<file path="config.mk">
export PLATFORM = sky130hd
export DESIGN_NAME = lte_sq_cell
export DESIGN_NICKNAME = d
export VERILOG_FILES = /design/src/rtl/lte_pkg.sv /design/src/rtl/lte_sq_cell.sv
export SDC_FILE = /design/constraint.sdc
export NUM_CORES = 1
export LEC_CHECK = 0
export BUFFER_PORTS_ARGS = -buffer_cell sky130_fd_sc_hd__buf_2
export CORE_UTILIZATION = 43
export DETAILED_ROUTE_END_ITERATION = 8
export PLACE_DENSITY = 0.71
export SYNTH_ARGS = -nofsm -noshare
export SYNTH_HDL_FRONTEND = slang
export SYNTH_SLANG_ARGS = --single-unit
</file>
<file path="constraint.sdc">
create_clock -name clk -period 0.9 [get_ports clk]
set_clock_uncertainty 0.1 [all_clocks]
set_input_delay 0.18 -clock clk [delete_from_list [all_inputs] [get_ports clk]]
set_output_delay 0.18 -clock clk [all_outputs]
set_load 0.02 [all_outputs]
</file>
<file path="src/rtl/lte_pkg.sv">
`timescale 1ns / 1ps
`default_nettype none
// ----------------------------------------------------------------------------
// lte_pkg: shared types and constants of the lux to exposure value converter
// Holds the low-light lookup table, the divide-by-five reciprocal and the
// record that moves from one squaring cell to the next.
// ----------------------------------------------------------------------------
package lte_pkg;

	// Fraction bits of both the lux input and the exposure value result.
	localparam int FRAC_BITS = 10;

	// Field widths.
	localparam int LUX_W = 30;
	localparam int EV_W  = 16;
	localparam int Q_W   = 29;	// floor(2*lux/5) stays below 2^29
	localparam int Z_W   = FRAC_BITS + 1;	// mantissa in [1,2)

	// Number of squaring cells, one per fraction bit of the result.
	localparam int NUM_CELLS = FRAC_BITS;

	// Exposure value returned for zero lux.
	localparam logic signed [EV_W-1:0] EV_ZERO = -16'sd5120;

	// Largest lux handled by the table: one half.
	localparam logic [LUX_W-1:0] HALF_LUX = 30'd512;

	// Multiply by this and drop DIV5_SHIFT bits to divide a 32-bit value by 5.
	localparam logic [31:0] DIV5_RECIP = 32'hCCCC_CCCD;
	localparam int DIV5_SHIFT = 34;

	// Integer part of log2 when the leading one sits at the top of q.
	localparam logic signed [5:0] INT_TOP = 6'sd18;

	// Weight of the first fraction bit decided by the squaring chain.
	localparam logic [FRAC_BITS-1:0] WT_FIRST = 10'd512;

	// Table length and index width.
	localparam int TAB_LEN = 129;
	localparam int TAB_IW  = 8;

	// Exposure values for lux in steps of 4/1024.
	localparam logic signed [EV_W-1:0] EV_TAB [TAB_LEN] = '{
		-16'sd5120,
		-16'sd9546, -16'sd8522, -16'sd7923, -16'sd7498,
		-16'sd7168, -16'sd6899, -16'sd6671, -16'sd6474,
		-16'sd6300, -16'sd6144, -16'sd6003, -16'sd5875,
		-16'sd5756, -16'sd5647, -16'sd5545, -16'sd5450,
		-16'sd5360, -16'sd5276, -16'sd5196, -16'sd5120,
		-16'sd5048, -16'sd4979, -16'sd4914, -16'sd4851,
		-16'sd4790, -16'sd4732, -16'sd4677, -16'sd4623,
		-16'sd4571, -16'sd4521, -16'sd4473, -16'sd4426,
		-16'sd4380, -16'sd4336, -16'sd4293, -16'sd4252,
		-16'sd4211, -16'sd4172, -16'sd4133, -16'sd4096,
		-16'sd4060, -16'sd4024, -16'sd3989, -16'sd3955,
		-16'sd3922, -16'sd3890, -16'sd3858, -16'sd3827,
		-16'sd3796, -16'sd3766, -16'sd3737, -16'sd3708,
		-16'sd3680, -16'sd3653, -16'sd3626, -16'sd3599,
		-16'sd3573, -16'sd3547, -16'sd3522, -16'sd3497,
		-16'sd3473, -16'sd3449, -16'sd3425, -16'sd3402,
		-16'sd3379, -16'sd3356, -16'sd3334, -16'sd3312,
		-16'sd3291, -16'sd3269, -16'sd3248, -16'sd3228,
		-16'sd3207, -16'sd3187, -16'sd3167, -16'sd3148,
		-16'sd3128, -16'sd3109, -16'sd3091, -16'sd3072,
		-16'sd3054, -16'sd3036, -16'sd3018, -16'sd3000,
		-16'sd2982, -16'sd2965, -16'sd2948, -16'sd2931,
		-16'sd2915, -16'sd2898, -16'sd2882, -16'sd2866,
		-16'sd2850, -16'sd2834, -16'sd2818, -16'sd2803,
		-16'sd2787, -16'sd2772, -16'sd2757, -16'sd2742,
		-16'sd2728, -16'sd2713, -16'sd2699, -16'sd2684,
		-16'sd2670, -16'sd2656, -16'sd2642, -16'sd2629,
		-16'sd2615, -16'sd2602, -16'sd2588, -16'sd2575,
		-16'sd2562, -16'sd2549, -16'sd2536, -16'sd2523,
		-16'sd2510, -16'sd2498, -16'sd2485, -16'sd2473,
		-16'sd2461, -16'sd2449, -16'sd2437, -16'sd2425,
		-16'sd2413, -16'sd2401, -16'sd2389, -16'sd2378
	};

	// Output of the front stage.
	typedef struct packed {
		logic                   vld;
		logic                   byp;	// result already final (table path)
		logic signed [EV_W-1:0] ev;
		logic [Q_W-1:0]         q;	// floor(2*lux/5)
	} lte_front_t;

	// Record handed along the squaring chain.
	typedef struct packed {
		logic                   vld;
		logic                   byp;
		logic [Z_W-1:0]         z;
		logic signed [EV_W-1:0] y;
		logic [FRAC_BITS-1:0]   wt;
	} lte_stage_t;

endpackage
`default_nettype wire

</file>
<file path="src/rtl/lte_sq_cell.sv">
`timescale 1ns / 1ps
`default_nettype none
// ----------------------------------------------------------------------------
// lte_sq_cell: one squaring round of the binary logarithm
// Squares the mantissa; when the square reaches two it is halved and, unless
// the record bypasses, the current fraction weight is added to the result. Passes the record on.
// ----------------------------------------------------------------------------
module lte_sq_cell (
	input  wire logic                 clk,
	input  wire logic                 arst_n,
	input  lte_pkg::lte_stage_t       st_in,
	output lte_pkg::lte_stage_t       st_q
);
	import lte_pkg::*;

	logic [2*Z_W-1:0]   sq;
	logic [Z_W:0]       t;
	logic               hi;

	// Square and rescale to FRAC_BITS fraction bits.
	always_comb begin
		sq = st_in.z * st_in.z;
		t  = sq[2*Z_W-1:FRAC_BITS];
		hi = t[Z_W];
	end

	// Valid flag and payload move to the next cell.
	always_ff @(posedge clk or negedge arst_n) begin
		if (!arst_n) begin
			st_q <= '0;
		end else begin
			st_q.vld <= st_in.vld;
			if (st_in.vld) begin
				st_q.byp <= st_in.byp;
				st_q.z   <= hi ? t[Z_W:1] : t[Z_W-1:0];
				st_q.y   <= (hi && !st_in.byp)
					? st_in.y + $signed({{(EV_W-FRAC_BITS){1'b0}}, st_in.wt})
					: st_in.y;
				st_q.wt  <= st_in.wt >> 1;
			end
		end
	end

endmodule
`default_nettype wire

</file>
# Word-level counts from Yosys, hierarchy flattened
# Cells that the tools add are included.
# W data, S select, Z words.
# classes
addsub	1
mul	1
n_mux	2
reduce_logical	2
# op_table
cell	n
$mul A11 B11 Y22	1
$add A16 B11 Y16	1
$mux W16	1
$mux W11	1
$logic_and A1 B1 Y1	1
$logic_not A1 Y1	1
# totals
reg_bits	38
elab_cells	11

# Logic depth before layout (Yosys ltp)
# depth
ltp_word	3
depth_mapped	24
depth_no_buf	20

# Worst setup path before layout
# No wires, ideal clock.
# synth_path
kind	input to register
start	in st_in[28] (netlist name)
end	reg st_q[23] (netlist name)
arrival_time_ns	5.365
slack_ns	-4.647
cell_stages	20
cell_sequence	clkbuf_1 nand2_1 fa_1 inv_1 fa_1 fa_1 fa_1 inv_1 fa_1 inv_1 ha_1 buf_2 a21oi_1 o211ai_1 o31ai_2 o311ai_4 xor2_2 buf_4 or3_1 a31oi_1
# synth_via
elab_chain_len	3
# synth_lines
element	line	source
start: declaration	lte_sq_cell.sv:11	input lte_pkg::lte_stage_t st_in,
$mul A11 B11 Y22	lte_sq_cell.sv:22	sq = st_in.z * st_in.z;
$logic_and A1 B1 Y1	lte_sq_cell.sv:36	st_q.y <= (hi && !st_in.byp)
$mux W16	lte_sq_cell.sv:37	? st_in.y + $signed({{(EV_W-FRAC_BITS){1'b0}}, st_in.wt})
end: declaration	lte_sq_cell.sv:12	output lte_pkg::lte_stage_t st_q
# No other way between the ends.
# A chain may end at the register's enable or synchronous reset.

# Final worst setup path
# layout_path
start	in st_in[35] (netlist name)
end	reg st_q[18] (netlist name)
# Same word-level chain as after synthesis.

==> run metrics <==
Via density 5.09; Core Region 12600 µm²; placed instance area 7160 µm²; Reg2Reg Depth 3; Sw Pwr 10.8 mW; status finished, violations left; reg2reg start st_q[35]; post-route ant nets 0; Crit path required time 960 ps; RSZ-0062 raised after global routing true; Peak VDD IR 2.23 mV; Avg Inst Size Synth 8.79 µm²; hold depth 2; Hold Crit Start st_in[5]; Final HPWL DP roughly 12000 µm; Mapped Nets 799; worst reg2reg setup slack -120 ps; Synth area leader fa_1; clock group share of total power 0.082; Cell Rows 41; EDFF count, synth 0; Ports 80; die area 13400 µm²; Comb pwr share 0.817; maximum fanout along the worst path 8; switch share 0.447; fin crit share 5.60; Most flops, register st_q; Die X 116 µm; Final WS setup -4140 ps; post-route minimum period between 5000 and 6000 ps; number of DRC markers in iteration 0 between 200 and 250; setup violators final 67; Nets 1012; Placed Instances 984; drt drc 0; synthesized instance count about 630; Startpoint Class input pin; # H-tree levels 2; endpoint type of the worst setup path register; Initial Util 0.440; CTS tree built; Post-synth ARST share 1.00; top-area cell type share of the netlist area 0.231; max cap viols 0; Die Ht 116 µm; Ys Warns 0; flop and latch count out of synthesis 38; clk root buf clkbuf_16; synth unique cells just over 60; Inserted Clock Buffers 5; Clock Tree Buf Depth 2; grt total ovfl 0; DR pass1 iterations 4; wirelength, routed 15000 µm; Layout Cells excl Fill 1018; P_int about 13 mW; cell leakage power approximately 4.1 nW; initial antenna violation count 0; Final Util 0.649; worst hold slack 56.9 ps; CTS clk-pin slew, worst paths 60 ps; Setup CP Type input pin to register; Worst EP arrival a little over 5000 ps; Max Clock Freq 198 MHz; first-pass GRT wire length 24400 µm; failing checks setup timing; # port buffers 78; Netlist Area Pre-Place 5550 µm²; clk sinks 38; # diodes 0; Global Route Usage Sum 0.228; GP Congestion about 0.95; pre-CTS setup slack -4670 ps; Synth Flop Type dfrtp_1; largest cells by area after synthesis fa_1 23%, dfrtp_1 17%, ha_1 14%; pwr dens 2940 nW/µm²; Power Total about 24 mW; Reg area 963 µm²; vias in the first global route approximately 5400; sequential share of power 0.101; Layout area overhead 47.5%; area of the multi-input gates around 4400 µm²; Clock Latency Late Sink 280 ps; Hold Fails Final Rpt 0; Vias between 5000 and 6000; setup_tns -116710 ps; layout cells sized above 1 0.407; Top Registers st_q x38; WL per Instance 14.8 µm; Seq/Total Area, Yosys 0.171; Final Cell Area 8190 µm²; max FFs per register 38; largest net degree at the start of global routing 39; Worst R2R End st_q[35]; fill count 1033; final count of pins violating max slew 0; Hold EP st_q[4]; path type of the worst min-delay path input pin to register
==> power by group through the flow <==
stage | Combinational [mW] | Sequential [mW] | Clock, mW
2_1_floorplan | 10.5 | 2.80 | 0
3_3_place_gp | 15.7 | 2.35 | 0
3_5_place_dp | 16.1 | 2.35 | 0
4_1_cts | 17.7 | 2.36 | 2.01
5_1_grt | 21.7 | 2.47 | 2.11
6_report | 19.7 | 2.43 | 1.98
==> worst max-delay path by stage <==
stage | startpoint | end | cells past startpoint
2_1_floorplan | st_in[29] | st_q[22] | 20
3_3_place_gp | st_in[28] | st_q[24] | 21
3_5_place_dp | st_in[30] | st_q[24] | 19
4_1_cts | st_in[29] | st_q[34] | 21
5_1_grt | st_in[35] | st_q[18] | 21
6_report | st_in[35] | st_q[18] | 21
==> worst max-delay path: stages <==
cell and delay, ps:
buf_8 90, nand2_4 40, fa_1 510, buf_6 140, fa_1 520, inv_2 40, fa_1 500, fa_1 560
inv_2 40, fa_1 480, inv_2 50, ha_4 300, nor2_4 40, a211oi_2 250, o31ai_4 130, o311ai_4 260
buf_6 150, xor2_4 270, buf_6 170, nor4_2 50, a311o_1 320
==> placed cells by master, fill, tap and decap left out, types with 5 or more instances in the layout <==
master       n
a21o_1       7
a21oi_1     12
a31oi_1     15
and2_1      22
and2_4       6
buf_2       29
buf_4      142
buf_6       56
clkbuf_16    5
dfrtp_1     28
dfrtp_2     10
fa_1        62
ha_1        56
ha_4         6
inv_1      107
inv_2       10
mux2_2      10
nand2_1     46
nand2_2      7
nand2b_1     6
nand3_1      8
nand3_2      9
nand4_1      6
nor2_1      33
nor2b_1      8
nor3_1       7
o21ai_0     17
xnor2_1     14
xor2_1       8
==> layout make-up <==
type | count | share of cell area
inverters | 118 | 0.0541
repair buffers | 236 | 0.243
flip-flops and latches | 38 | 0.118
well taps | 172 | 0.0263
multi-input cells | 446 | 0.539
clock buffers | 5 | 0.0153
clock inverters | 3 | 0.00489
==> Yosys cell counts (all sizes together) (2+ instances only) <==
library cell  number
or3                5
o31ai              5
dfrtp             38
fa                64
nand4              6
a21oi             16
o21bai             2
o21ai             22
mux2i              3
or4                4
buf                8
nand3             17
a211oi             2
nor3               8
xnor2             15
a21o               7
ha                62
o311ai             3
inv              117
a2111oi            2
and2              28
nand2             54
o211ai             4
o221ai             3
xor2              10
a31oi             18
and3               3
nand2b             6
mux2              11
nor2b              8
clkbuf            22
nor2              37
==> repair_timing <==
action	4_1_cts	5_1_grt
pin swaps	24	41
hold endpoints to repair	38	0
resized for setup	68	121
gates cloned	0	1
hold buffers	1	0
setup endpoints to repair	68	65
buffers inserted	9	18
==> logic make-up after synthesis <==
group,Yosys count,synth area share
other,1,0.000675
DFF,38,0.171
AOI/OAI and AO/OA,100,0.125
muxes,14,0.0277
buffers and inverters,148,0.104
and+or+nand+nor,180,0.158
xor gates and xnor gates,25,0.0421
adders and majority gates,126,0.370
==> layer usage <==
| layer | global-route usage | vias to the layer above | part of all wire | wire length, µm |
|---|---|---|---|---|
| met2 | 0.401 | 106 | 0.52 | 7870 |
| li1 | - | 2499 | - | - |
| met1 | 0.300 | 2543 | 0.42 | 6270 |
| met3 | 0.0235 | 33 | 0.034 | 509 |
| met4 | 0.0615 | 0 | 0.024 | 361 |
| met5 | 0 | - | 0 | 0 |
No activity file was read; power rests on OpenSTA's default activity.
