--- config.mk ---
export PLATFORM = sky130hd
export DESIGN_NAME = lte_norm
export DESIGN_NICKNAME = d
export VERILOG_FILES = /design/src/rtl/lte_pkg.sv /design/src/rtl/lte_norm.sv
export SDC_FILE = /design/constraint.sdc
export NUM_CORES = 1
export LEC_CHECK = 0
export BUFFER_PORTS_ARGS = -buffer_cell sky130_fd_sc_hd__buf_2
export CORE_ASPECT_RATIO = 1.75
export CORE_MARGIN = 1
export CORE_UTILIZATION = 52
export DETAILED_ROUTE_END_ITERATION = 6
export GPL_ROUTABILITY_DRIVEN = 0
export GPL_TIMING_DRIVEN = 0
export PLACE_DENSITY_LB_ADDON = 0.05
export SLEW_MARGIN = 20
export SYNTH_ARGS = -nofsm -noshare
export SYNTH_HDL_FRONTEND = slang
export SYNTH_SLANG_ARGS = --single-unit
--- constraint.sdc ---
create_clock -name clk -period 1.85 [get_ports clk]
set_input_delay 0.37 -clock clk [delete_from_list [all_inputs] [get_ports clk]]
set_output_delay 0.37 -clock clk [all_outputs]
set_load 0.005 [all_outputs]
--- src/rtl/lte_pkg.sv ---
`timescale 1ns / 1ps
`default_nettype none
// ----------------------------------------------------------------------------
// lte_pkg: shared types and constants of the lux to exposure value converter
// Holds the low-light lookup table, the divide-by-five reciprocal and the
// record that moves from one squaring cell to the next.
// ----------------------------------------------------------------------------
package lte_pkg;

	// Fraction bits of both the lux input and the exposure value result.
	localparam int FRAC_BITS = 10;

	// Field widths.
	localparam int LUX_W = 30;
	localparam int EV_W  = 16;
	localparam int Q_W   = 29;	// floor(2*lux/5) stays below 2^29
	localparam int Z_W   = FRAC_BITS + 1;	// mantissa in [1,2)

	// Number of squaring cells, one per fraction bit of the result.
	localparam int NUM_CELLS = FRAC_BITS;

	// Exposure value returned for zero lux.
	localparam logic signed [EV_W-1:0] EV_ZERO = -16'sd5120;

	// Largest lux handled by the table: one half.
	localparam logic [LUX_W-1:0] HALF_LUX = 30'd512;

	// Multiply by this and drop DIV5_SHIFT bits to divide a 32-bit value by 5.
	localparam logic [31:0] DIV5_RECIP = 32'hCCCC_CCCD;
	localparam int DIV5_SHIFT = 34;

	// Integer part of log2 when the leading one sits at the top of q.
	localparam logic signed [5:0] INT_TOP = 6'sd18;

	// Weight of the first fraction bit decided by the squaring chain.
	localparam logic [FRAC_BITS-1:0] WT_FIRST = 10'd512;

	// Table length and index width.
	localparam int TAB_LEN = 129;
	localparam int TAB_IW  = 8;

	// Exposure values for lux in steps of 4/1024.
	localparam logic signed [EV_W-1:0] EV_TAB [TAB_LEN] = '{
		-16'sd5120,
		-16'sd9546, -16'sd8522, -16'sd7923, -16'sd7498,
		-16'sd7168, -16'sd6899, -16'sd6671, -16'sd6474,
		-16'sd6300, -16'sd6144, -16'sd6003, -16'sd5875,
		-16'sd5756, -16'sd5647, -16'sd5545, -16'sd5450,
		-16'sd5360, -16'sd5276, -16'sd5196, -16'sd5120,
		-16'sd5048, -16'sd4979, -16'sd4914, -16'sd4851,
		-16'sd4790, -16'sd4732, -16'sd4677, -16'sd4623,
		-16'sd4571, -16'sd4521, -16'sd4473, -16'sd4426,
		-16'sd4380, -16'sd4336, -16'sd4293, -16'sd4252,
		-16'sd4211, -16'sd4172, -16'sd4133, -16'sd4096,
		-16'sd4060, -16'sd4024, -16'sd3989, -16'sd3955,
		-16'sd3922, -16'sd3890, -16'sd3858, -16'sd3827,
		-16'sd3796, -16'sd3766, -16'sd3737, -16'sd3708,
		-16'sd3680, -16'sd3653, -16'sd3626, -16'sd3599,
		-16'sd3573, -16'sd3547, -16'sd3522, -16'sd3497,
		-16'sd3473, -16'sd3449, -16'sd3425, -16'sd3402,
		-16'sd3379, -16'sd3356, -16'sd3334, -16'sd3312,
		-16'sd3291, -16'sd3269, -16'sd3248, -16'sd3228,
		-16'sd3207, -16'sd3187, -16'sd3167, -16'sd3148,
		-16'sd3128, -16'sd3109, -16'sd3091, -16'sd3072,
		-16'sd3054, -16'sd3036, -16'sd3018, -16'sd3000,
		-16'sd2982, -16'sd2965, -16'sd2948, -16'sd2931,
		-16'sd2915, -16'sd2898, -16'sd2882, -16'sd2866,
		-16'sd2850, -16'sd2834, -16'sd2818, -16'sd2803,
		-16'sd2787, -16'sd2772, -16'sd2757, -16'sd2742,
		-16'sd2728, -16'sd2713, -16'sd2699, -16'sd2684,
		-16'sd2670, -16'sd2656, -16'sd2642, -16'sd2629,
		-16'sd2615, -16'sd2602, -16'sd2588, -16'sd2575,
		-16'sd2562, -16'sd2549, -16'sd2536, -16'sd2523,
		-16'sd2510, -16'sd2498, -16'sd2485, -16'sd2473,
		-16'sd2461, -16'sd2449, -16'sd2437, -16'sd2425,
		-16'sd2413, -16'sd2401, -16'sd2389, -16'sd2378
	};

	// Output of the front stage.
	typedef struct packed {
		logic                   vld;
		logic                   byp;	// result already final (table path)
		logic signed [EV_W-1:0] ev;
		logic [Q_W-1:0]         q;	// floor(2*lux/5)
	} lte_front_t;

	// Record handed along the squaring chain.
	typedef struct packed {
		logic                   vld;
		logic                   byp;
		logic [Z_W-1:0]         z;
		logic signed [EV_W-1:0] y;
		logic [FRAC_BITS-1:0]   wt;
	} lte_stage_t;

endpackage
`default_nettype wire

--- src/rtl/lte_norm.sv ---
`timescale 1ns / 1ps
`default_nettype none
// ----------------------------------------------------------------------------
// lte_norm: two-stage normalizer
// Shifts q left until its leading one reaches the top bit, counting the
// shift, and hands the mantissa in [1,2) and the integer part of log2 on.
// ----------------------------------------------------------------------------
module lte_norm (
	input  wire logic                 clk,
	input  wire logic                 arst_n,
	input  lte_pkg::lte_front_t       fr_s1,
	output logic                      vld_s2,
	output lte_pkg::lte_stage_t       st_s3
);
	import lte_pkg::*;

	logic                     byp_s2;
	logic signed [EV_W-1:0]   ev_s2;
	logic [Q_W-1:0]           a_s2;
	logic [1:0]               lzh_s2;

	logic                     c16, c8, c4, c2, c1;
	logic [Q_W-1:0]           a1, a2, a3, a4, a5;
	logic [4:0]               lz;
	logic signed [5:0]        ipart;

	// Coarse steps: shifts of 16 and 8.
	always_comb begin
		c16 = (fr_s1.q[28:13] == '0);
		a1  = c16 ? (fr_s1.q << 16) : fr_s1.q;
		c8  = (a1[28:21] == '0);
		a2  = c8 ? (a1 << 8) : a1;
	end

	always_ff @(posedge clk or negedge arst_n) begin
		if (!arst_n) begin
			vld_s2 <= 1'b0;
		end else begin
			vld_s2 <= fr_s1.vld;
		end
	end

	always_ff @(posedge clk) begin
		if (fr_s1.vld) begin
			byp_s2 <= fr_s1.byp;
			ev_s2  <= fr_s1.ev;
			a_s2   <= a2;
			lzh_s2 <= {c16, c8};
		end
	end

	// Fine steps: shifts of 4, 2 and 1, then the integer part.
	always_comb begin
		c4    = (a_s2[28:25] == '0);
		a3    = c4 ? (a_s2 << 4) : a_s2;
		c2    = (a3[28:27] == '0);
		a4    = c2 ? (a3 << 2) : a3;
		c1    = ~a4[28];
		a5    = c1 ? (a4 << 1) : a4;
		lz    = {lzh_s2, c4, c2, c1};
		ipart = INT_TOP - $signed({1'b0, lz});
	end

	always_ff @(posedge clk or negedge arst_n) begin
		if (!arst_n) begin
			st_s3 <= '0;
		end else begin
			st_s3.vld <= vld_s2;
			if (vld_s2) begin
				st_s3.byp <= byp_s2;
				st_s3.z   <= a5[Q_W-1:Q_W-Z_W];
				st_s3.y   <= byp_s2 ? ev_s2 : {ipart, {FRAC_BITS{1'b0}}};
				st_s3.wt  <= WT_FIRST;
			end
		end
	end

endmodule
`default_nettype wire

Yosys cells after proc, flatten, opt, wreduce, memory -nomap -nowiden
Cells that the tools add are included.
- bits in registers: 79
- bitwise gates (word level): 1
- reductions and logical operators: 4
- $add $sub $neg: 1
- muxes and demuxes: 6
- operator list (cell ; count):
    two-way mux 29 bit ; 5
    logical NOT 16 bit ; 1
    two-way mux 16 bit ; 1
    logical NOT 8 bit ; 1
    subtractor 5 x 5 -> 6 bit (first input constant) ; 1
    logical NOT 4 bit ; 1
    logical NOT 2 bit ; 1
    inverter 1 bit ; 1

Depth between registers and ports, before layout
Gate-level depths: netlist (run 1).
- depth in word-level cells: 7
- depth in mapped cells: 7
- depth with buffers taken out: 6

Worst setup path after synthesis (run 1)
No wires, ideal clock.
- path type: input -> register
- start point: input fr_s1[25] in the netlist's numbering
- end point: register a_s2[13] (data pin)
- stages: 5
- path buffers: 1
- setup slack: -16 ps
- arrival: 1609 ps
- data required time: 1593 ps
- cells stage by stage: or4_4 -> nor2_1 -> o21ai_2 -> buf_2 -> a32o_1
- longest elaborated chain between the ends: 4
- RTL lines (element ; RTL line ; RTL):
    from (decl) ; lte_norm.sv:11 ; input lte_pkg::lte_front_t fr_s1,
    logical NOT 16 bit ; lte_norm.sv:29 ; c16 = (fr_s1.q[28:13] == '0);
    two-way mux 29 bit (*) ; lte_norm.sv:30 ; a1 = c16 ? (fr_s1.q << 16) : fr_s1.q;
    logical NOT 8 bit ; lte_norm.sv:31 ; c8 = (a1[28:21] == '0);
    two-way mux 29 bit (*) ; lte_norm.sv:32 ; a2 = c8 ? (a1 << 8) : a1;
    via a2[13] ; lte_norm.sv:23 ; logic [Q_W-1:0] a1, a2, a3, a4, a5;
    to (signal assigned) ; lte_norm.sv:47 ; a_s2 <= a2;
    to (decl) ; lte_norm.sv:19 ; logic [Q_W-1:0] a_s2;
Mark *: on every way through the listed nets, which the timed path passes. The rest lies on a longest branch.
A chain may end at the register's enable or synchronous reset.

Final worst setup path (run 1)
- start point: register a_s2[25]
- end point: register st_s3[33] in the netlist's numbering
- longest elaborated chain between the ends: 5
- RTL lines (element ; RTL line ; RTL):
    logical NOT 4 bit ; lte_norm.sv:54 ; c4 = (a_s2[28:25] == '0);
    two-way mux 29 bit (*) ; lte_norm.sv:55 ; a3 = c4 ? (a_s2 << 4) : a_s2;
    logical NOT 2 bit ; lte_norm.sv:56 ; c2 = (a3[28:27] == '0);
    two-way mux 29 bit (*) ; lte_norm.sv:57 ; a4 = c2 ? (a3 << 2) : a3;
    two-way mux 29 bit (*) ; lte_norm.sv:59 ; a5 = c1 ? (a4 << 1) : a4;
    to (decl) ; lte_norm.sv:13 ; output lte_pkg::lte_stage_t st_s3
Every way passes the cells marked *; elsewhere a longest branch is shown, timed or not.

==> results.txt, run 1 <==
- Worst setup path category: reg -> reg
- Dominant register cell in the synthesized netlist: sky130_fd_sc_hd__edfxtp_1
- Wires add up to 7.51 mm.
* Clock buffer count from CTS: 9
- After the flow finishes, the layout carries non-filler instances totaling 494.
* Run status: finished, final reports clean
- In this run the cell area of the synthesized design comes to around 3300 um^2.
- Antenna Cells: 0
* Final worst path period need: between 1.5 and 2 ns
* Share of cells above drive strength 1: 34.1%
- Initial cell density of the core: 53.6%
* Leakage power: approximately 1.7 nW
- Summing the sequential cell areas from Yosys gives between 50% and 60% of the chip area.
- DRC viols: 0
- Layout overhead on the synthesized area: 24.6%
- IR analysis of the VDD net gives a maximum drop of approximately 0.54 mV.
- Post-Route Utilization: 66.8%
- The later pin in the worst-skew pair is clocked with a latency of between 0.3 and 0.4 ns.
- Measured in cells, the most critical reg-to-reg path has a length of 7.
- Antenna violation net count after detailed routing: 0
* Achievable clock frequency: slightly below 0.6 GHz
* Power density normalized to cell area: slightly below 900 nW/um^2
* Endpoint of the lowest-slack register-to-register path: st_s3[33]
- Clock Root Buffer: sky130_fd_sc_hd__clkbuf_8
- Final HPWL DP: roughly 5.6 mm
- Std cell rows: 38
- Register bit total from synthesis: 68
* Most frequent standard cell in the layout excluding fill and tap cells: sky130_fd_sc_hd__buf_2
- Clock skew: approximately 0.0074 ns
* Transition at the pin with the smallest max-transition slack: 0.837 ns
- The first TritonRoute pass finished after 4 iterations.
- Via count: 2691
- The count of final hold-check violations is 0.
- Global-route wire length before repair: between 10 and 15 mm
* Count of mapped cells out of synthesis: ~310
* Initial antenna violation count: 0
* Number of pins exceeding their max-slew limit in the final report: 0
- The final layout contains approximately 460 nets.
* Number of H-tree branching levels: 3
- For this design, the slowest cell found on the critical path is sky130_fd_sc_hd__edfxtp_1.
- Input/output buffers: between 70 and 80
- The setup check on the worst reg-to-reg path leaves a slack of ~0.13 ns.
- CTS tree: yes
- Total placed cells including tap cells: approximately 480
- The tree built by TritonCTS fans out to 68 sinks.
- CP max FO: 10
- Using the TritonRoute via totals, the vias-per-cell ratio works out to 5.45.
- After synthesis, the mean cell area works out to 10.8 um^2.
* List of cells traversed by the critical path: buf_2, nor2_4, clkbuf_4, o21ai_0, a21oi_1, o311ai_0, o221ai_1
- In this run the critical register-to-register path is launched from a_s2[25].
- Setup-violating endpoint count in the final report: 0
* Number of library cell types mapped by synthesis: 53
- Measured against its own limit, the worst slew margin works out to between 40% and 50%.
- The via count of the first global-routing pass came to ~2.7k.
* Maximum number of pins on one net before global-route repair: 39
- Required time at the endpoint of the critical path: between 2 and 2.5 ns
- In this run the count of I/O pins placed on the die edge is a little under 90.
- In the final routed layout, each cell accounts on average for between 15 and 20 um.
- After global routing the overflow that remains totals 0.
- Post-CTS Hold Fix Bufs: 0
- Worst hold path type: in -> async
- The largest single stage delay on the critical path is about 0.35 ns.
- The die covers about 6700 um^2.
- Setup repair after global routing left no endpoint under its margin.
- Register clock-pin slew on the reported worst setup and hold paths: 0.07 ns
* Iteration-0 DRC Markers: ~180
* Worst setup SP type: register
- Number of synthesized flops with an enable pin: 37
- Global routing used 24.3% of the available tracks across all layers.
* Die Width: 62.3 um
- Std-Cell Core Area: between 6000 and 7000 um^2
- After synthesis, the share of flip-flops with an asynchronous set or reset is a little under half.
* Arr. time, crit path: about 2.0 ns
- Syn. warnings: 0
- Max-cap violations: 0
- CTS max path bufs: 2
- Commonest cells after routing, fill and taps aside: 82 x sky130_fd_sc_hd__buf_2, 37 x sky130_fd_sc_hd__edfxtp_1, 31 x sky130_fd_sc_hd__dfrtp_1
* Part of the cycle the worst path needs: 92.9%
- Height of the die: 108 um
- STA classifies the critical path endpoint as a register.
critical path: cells and delay by family (launching register included):
| family | cells | cell delay [ns] |
|---|---|---|
| and+or+nand+nor | 1 | 0.18 |
| buffers and inverters | 2 | 0.41 |
| AOI/OAI and AO/OA | 4 | 0.68 |
| DFF | 1 | 0.35 |
kinds of logic (layout without fill, tap and decap cells):
family                 after synthesis  in the layout  share of synthesized area [%]
AO/OA/AOI/OAI                      103            103                           20.3
XOR/XNOR                             2              2                          0.529
buffers and inverters               47            145                           6.95
flip-flops                          68             68                           56.9
multiplexers                        11             11                           3.44
other                                1              9                          0.113
AND/OR/NAND/NOR                     76             76                           11.7
flip-flops by register name, summed over array words and instances (netlist names):
name,flops
a_s2,18
byp_s2,1
ev_s2,16
lzh_s2,2
st_s3,30
vld_s2,1
how the worst max path moves through the flow:
stage	startpoint	endpoint	slack (ns)	cells after the start
2_1_floorplan	fr_s1[25]	a_s2[13]	0.04	5
3_5_place_dp	fr_s1[17]	a_s2[22]	-0.35	7
3_3_place_gp	fr_s1[17]	a_s2[23]	-0.34	7
4_1_cts	a_s2[28]	st_s3[26]	-0.08	6
5_1_grt	a_s2[25]	st_s3[34]	0.01	7
6_report	a_s2[25]	st_s3[33]	0.13	7
cell usage after synthesis (5+ instances only):
library cell	count	share of area (%)
sky130_fd_sc_hd__dfrtp_1	31	23
sky130_fd_sc_hd__a21oi_1	27	4.1
sky130_fd_sc_hd__inv_1	17	1.9
sky130_fd_sc_hd__nand2_1	15	1.7
sky130_fd_sc_hd__edfxtp_1	37	34
sky130_fd_sc_hd__o2bb2ai_1	5	1.3
sky130_fd_sc_hd__a211oi_1	11	2.5
sky130_fd_sc_hd__nand3_1	13	2.0
sky130_fd_sc_hd__o21ai_0	28	4.2
sky130_fd_sc_hd__mux2i_1	8	2.4
sky130_fd_sc_hd__nor2_1	22	2.5
sky130_fd_sc_hd__buf_4	9	2.0
sky130_fd_sc_hd__clkbuf_1	13	1.5
repair_timing:
action                                  4_1_cts  5_1_grt
buffers inserted                              0        6
endpoints found under the setup margin        4       25
pin swaps                                     0        2
gates resized for setup                       1       11
per-layer routing:
layer,vias up,GRT usage [%],part of all wire (%)
li1,1326,-,-
met1,1262,24.7,36
met2,89,46.2,57
met3,14,5.40,4.3
met4,0,11.5,2.3
met5,-,0,0
layout make-up:
cell class                 instances  area (um^2)
clock inverter                     4         45.0
buffer                            26          155
clock buffer                      12          166
tap                               80          100
fill                             543         2050
inverter                          18         67.6
sequential                        68         1890
multi-input combinational        201         1270
timing repair buffer              85          440
through the flow:
stage               hold slack (ns)  cell area, um^2  worst slack [ns]  TNS, ns  power (mW)
floorplan                    0.0744             3350            0.0439        0        2.17
global placement              0.376             3840            -0.344    -4.47        2.42
detailed placement            0.382             3840            -0.353    -4.81        2.44
CTS                          0.0785             4050           -0.0801   -0.159        3.69
global route                  0.112             4130            0.0138        0        3.86
finish                       0.0526             4130             0.132        0        3.68
where the power goes:
part | switching (mW) | internal (mW)
Sequential | 0.0930 | 1.76
Combinational | 0.311 | 0.256
Clock | 0.526 | 0.734
Total | 0.930 | 2.75
Power figures use the tool's default switching activity.
==> run 2, diff against run 1 <==
- CORE_ASPECT_RATIO: 1.75 -> 0.8
- GPL_ROUTABILITY_DRIVEN: 0 -> not set
- SKIP_LAST_GASP: not set -> 1
==> results.txt, run 2 (synthesized netlist as in run 1, its figures left out) <==
- Delay of the slowest cell on the worst path: 0.55 ns (was 0.35 ns)
- Part of the cycle the worst path needs: 95.9% (was 92.9%)
* Setup-violating endpoint count in the final report: 0 (unchanged)
* Number of hold violations in the final report: 0 (unchanged)
- Unrepaired setup endpoints after global routing: yes (was no)
- Startpoint of the lowest-slack register-to-register path: a_s2[26] (was a_s2[25])
- The post-route total power came to 3.63 mW (was 3.68 mW).
* Clock Latency Late Sink: 0.35 ns (about the same)
- The reported leakage power is 1.70 nW (was 1.74 nW).
* CTS max path bufs: 2 (unchanged)
- The count of cells along the worst register-to-register path is 6 (was 7).
- Largest registers: st_s3: 30 flops, a_s2: 18 flops, ev_s2: 16 flops (unchanged).
- The layout net count is 454 (was 458).
- Most frequent standard cell in the layout excluding fill and tap cells: sky130_fd_sc_hd__buf_2 (unchanged)
* Finished layout cell area: 4090 um^2 (was 4130 um^2)
* Iteration-0 DRC Markers: 180 (was 179)
* Largest voltage drop on the vdd net: 0.568 mV (was 0.542 mV)
- Worst setup SP type: register (unchanged)
- Placement Cell Area: 3840 um^2 (about the same)
* Non-Filler Instances: 491 (was 494)
* Minimum hold slack: 0.0697 ns (was 0.0526 ns)
- Comb power frac: 15.7% (was 15.4%)
- The first-pass iteration count of the detailed router is 4 (unchanged).
- Input/output buffers: 79 (unchanged)
* Transition at the pin with the smallest max-transition slack: 0.852 ns (was 0.837 ns)
* Switching Fraction: 26.1% (was 25.2%)
- The part of the total power dissipated in the clock network is 33.2% (was 34.2%).
* Required time at the endpoint of the critical path: 2.11 ns (was 2.10 ns)
* Worst setup path category: reg -> reg (unchanged)
- R2R setup slack: 0.08 ns (was 0.13 ns)
- Wire length per cell after detailed routing: 15.5 um (was 15.2 um)
- Number of H-tree branching levels: 3 (unchanged)
* Total wire length: 7.60 mm (was 7.51 mm)
- Critical path buffers and inverters: 1 (was 2)
- Total routing resource utilization after global routing: 24.2% (was 24.3%)
* Clock Root Buffer: sky130_fd_sc_hd__clkbuf_8 (unchanged)
- Run status: finished, final reports clean (unchanged).
- The TritonCTS sink count was 68 (unchanged).
* Critical path's top delay family: compound AO/OA/AOI/OAI gates (unchanged)
- The register with the highest flop count was st_s3 (unchanged).
* Sequential fraction of design power: 51.1% (was 50.4%)
- Antenna Cells: 0 (unchanged)
- The max-capacitance violation count came to 0 (unchanged).
- The number of flip-flops in the largest register came to 30 (unchanged).
* Die area: 6700 um^2 (was 6710 um^2)
- Initial cell density of the core: 54.9% (was 53.6%)
* Arr. time, crit path: 2.03 ns (was 1.97 ns)
- The relative slew slack came to 43.2% (was 44.2%).
- The total grt overflow is 0 (unchanged).
- The master of the slowest instance on the critical path is sky130_fd_sc_hd__edfxtp_1 (unchanged).
- Total placed cells including tap cells: 476 (was 475)
- Commonest cells after routing, fill and taps aside: 82 x sky130_fd_sc_hd__buf_2, 37 x sky130_fd_sc_hd__edfxtp_1, 31 x sky130_fd_sc_hd__dfrtp_1 (unchanged)
- At the end of routability-driven placement, the weighted congestion stood at about 0.88.
- Post-CTS Hold Fix Bufs: 0 (unchanged)
- Antenna violation net count after detailed routing: 0 (unchanged)
* List of cells traversed by the critical path: nor2_4, clkbuf_4, o21ai_0, a21oi_1, o311ai_0, o221ai_1 (was buf_2, nor2_4, clkbuf_4, o21ai_0, a21oi_1, o311ai_0, o221ai_1)
- Endpoint of the lowest-slack register-to-register path: st_s3[33] (unchanged)
- Final HPWL DP: 5.44 mm (was 5.58 mm)
- Worst hold path type: in -> async (unchanged)
- Capturing element type of the critical path: register (unchanged)
- The initial antenna violation count was 0 (unchanged).
* DRC viols: 0 (unchanged)
* Final worst path period need: 1.77 ns (was 1.72 ns)
- The maximum fanout encountered on the critical timing path was 10 (unchanged).
* Clock skew: 0.00765 ns (was 0.00738 ns)
* Clock buffer count from CTS: 9 (unchanged)
- The clock transition time at the flip-flop clock pins of the worst setup and hold paths was 0.07 ns (about the same).
* Power spent charging and discharging nets: 0.948 mW (was 0.930 mW)
- Via count: 2773 (was 2691)
- The overall die height is 73.4 um (was 108 um).
- Number of pins exceeding their max-slew limit in the final report: 0 (unchanged)
* CTS tree: yes (unchanged)
- Share of cells above drive strength 1: 33.7% (was 34.1%)
* Power density normalized to cell area: 887 nW/um^2 (was 892 nW/um^2)
- The top-level port count came to 89 (unchanged).
* Std-Cell Core Area: 6040 um^2 (was 6180 um^2)
- The floorplan die width was 91.2 um (was 62.3 um).
- The maximum operating frequency is 0.563 GHz (was 0.582 GHz).
- The global-route wire length before repair is 12.0 mm (was 12.3 mm).
* Via count of the first global-routing pass: 2464 (was 2670)
* Routed vias/inst: 5.65 (was 5.45)
- The cell-internal power was 2.68 mW (was 2.75 mW).
* Std cell rows: 25 (was 38)
- The largest net degree at the start of global routing was 39 (unchanged).
- Layout overhead on the synthesized area: 23.5% (was 24.6%)
run 2: cell types whose count changed in the layout (fill, tap and decap cells not counted), sizes merged:
cell,previous run,this run
buf,100,95
clkbuf,23,25
clkinv,3,1
clkinvlp,0,1
run 2: layout make-up:
type                       instances  area, um^2
clock buffer                      13         149
clock inverter                     3        46.3
fill                             525        1950
inverter                          18        67.6
buffer                            27         159
timing repair buffer              80         403
tap                               81         101
sequential                        68        1890
multi-input combinational        201        1280
run 2: power by group through the flow:
stage	sequential [mW]	clock, mW	combinational (mW)
5_1_grt	1.87	1.29	0.640
4_1_cts	1.85	1.23	0.564
3_3_place_gp	1.87	0	0.552
3_5_place_dp	1.88	0	0.563
6_report	1.85	1.20	0.571
2_1_floorplan	1.87	0	0.298
run 2: metrics by stage:
| step | setup WS [ns] | TNS, ns | utilization [%] |
|---|---|---|---|
| after global routing | -0.0494 | -0.116 | 67.8 |
| after detailed placement | -0.244 | -2.91 | 63.6 |
| after CTS | -0.0398 | -0.0706 | 66.9 |
| after global placement | -0.241 | -3.10 | 63.6 |
| final | 0.0753 | 0 | 67.8 |
| after floorplan | 0.0439 | 0 | - |
run 2: how the worst max path moves through the flow:
| stage | start | to | slack [ns] | cells past startpoint |
|---|---|---|---|---|
| floorplan | fr_s1[25] | a_s2[13] | 0.04 | 5 |
| global placement | fr_s1[17] | a_s2[23] | -0.24 | 7 |
| detailed placement | fr_s1[25] | a_s2[18] | -0.24 | 6 |
| CTS | a_s2[26] | st_s3[33] | -0.04 | 6 |
| global route | a_s2[26] | st_s3[33] | -0.05 | 6 |
| finish | a_s2[26] | st_s3[33] | 0.08 | 6 |
run 2: repair_timing:
action                                  in CTS  in global routing
pin swaps                                    0                  1
endpoints found under the setup margin       9                 13
buffers inserted                             0                  1
resized for setup                            1                 14
run 2: per-layer routing:
metal  GRT usage [%]  share of wire [%]
met1            35.0                 47
met4            7.94               0.97
met2            36.4                 46
met3            5.59                6.4
met5               0                  0
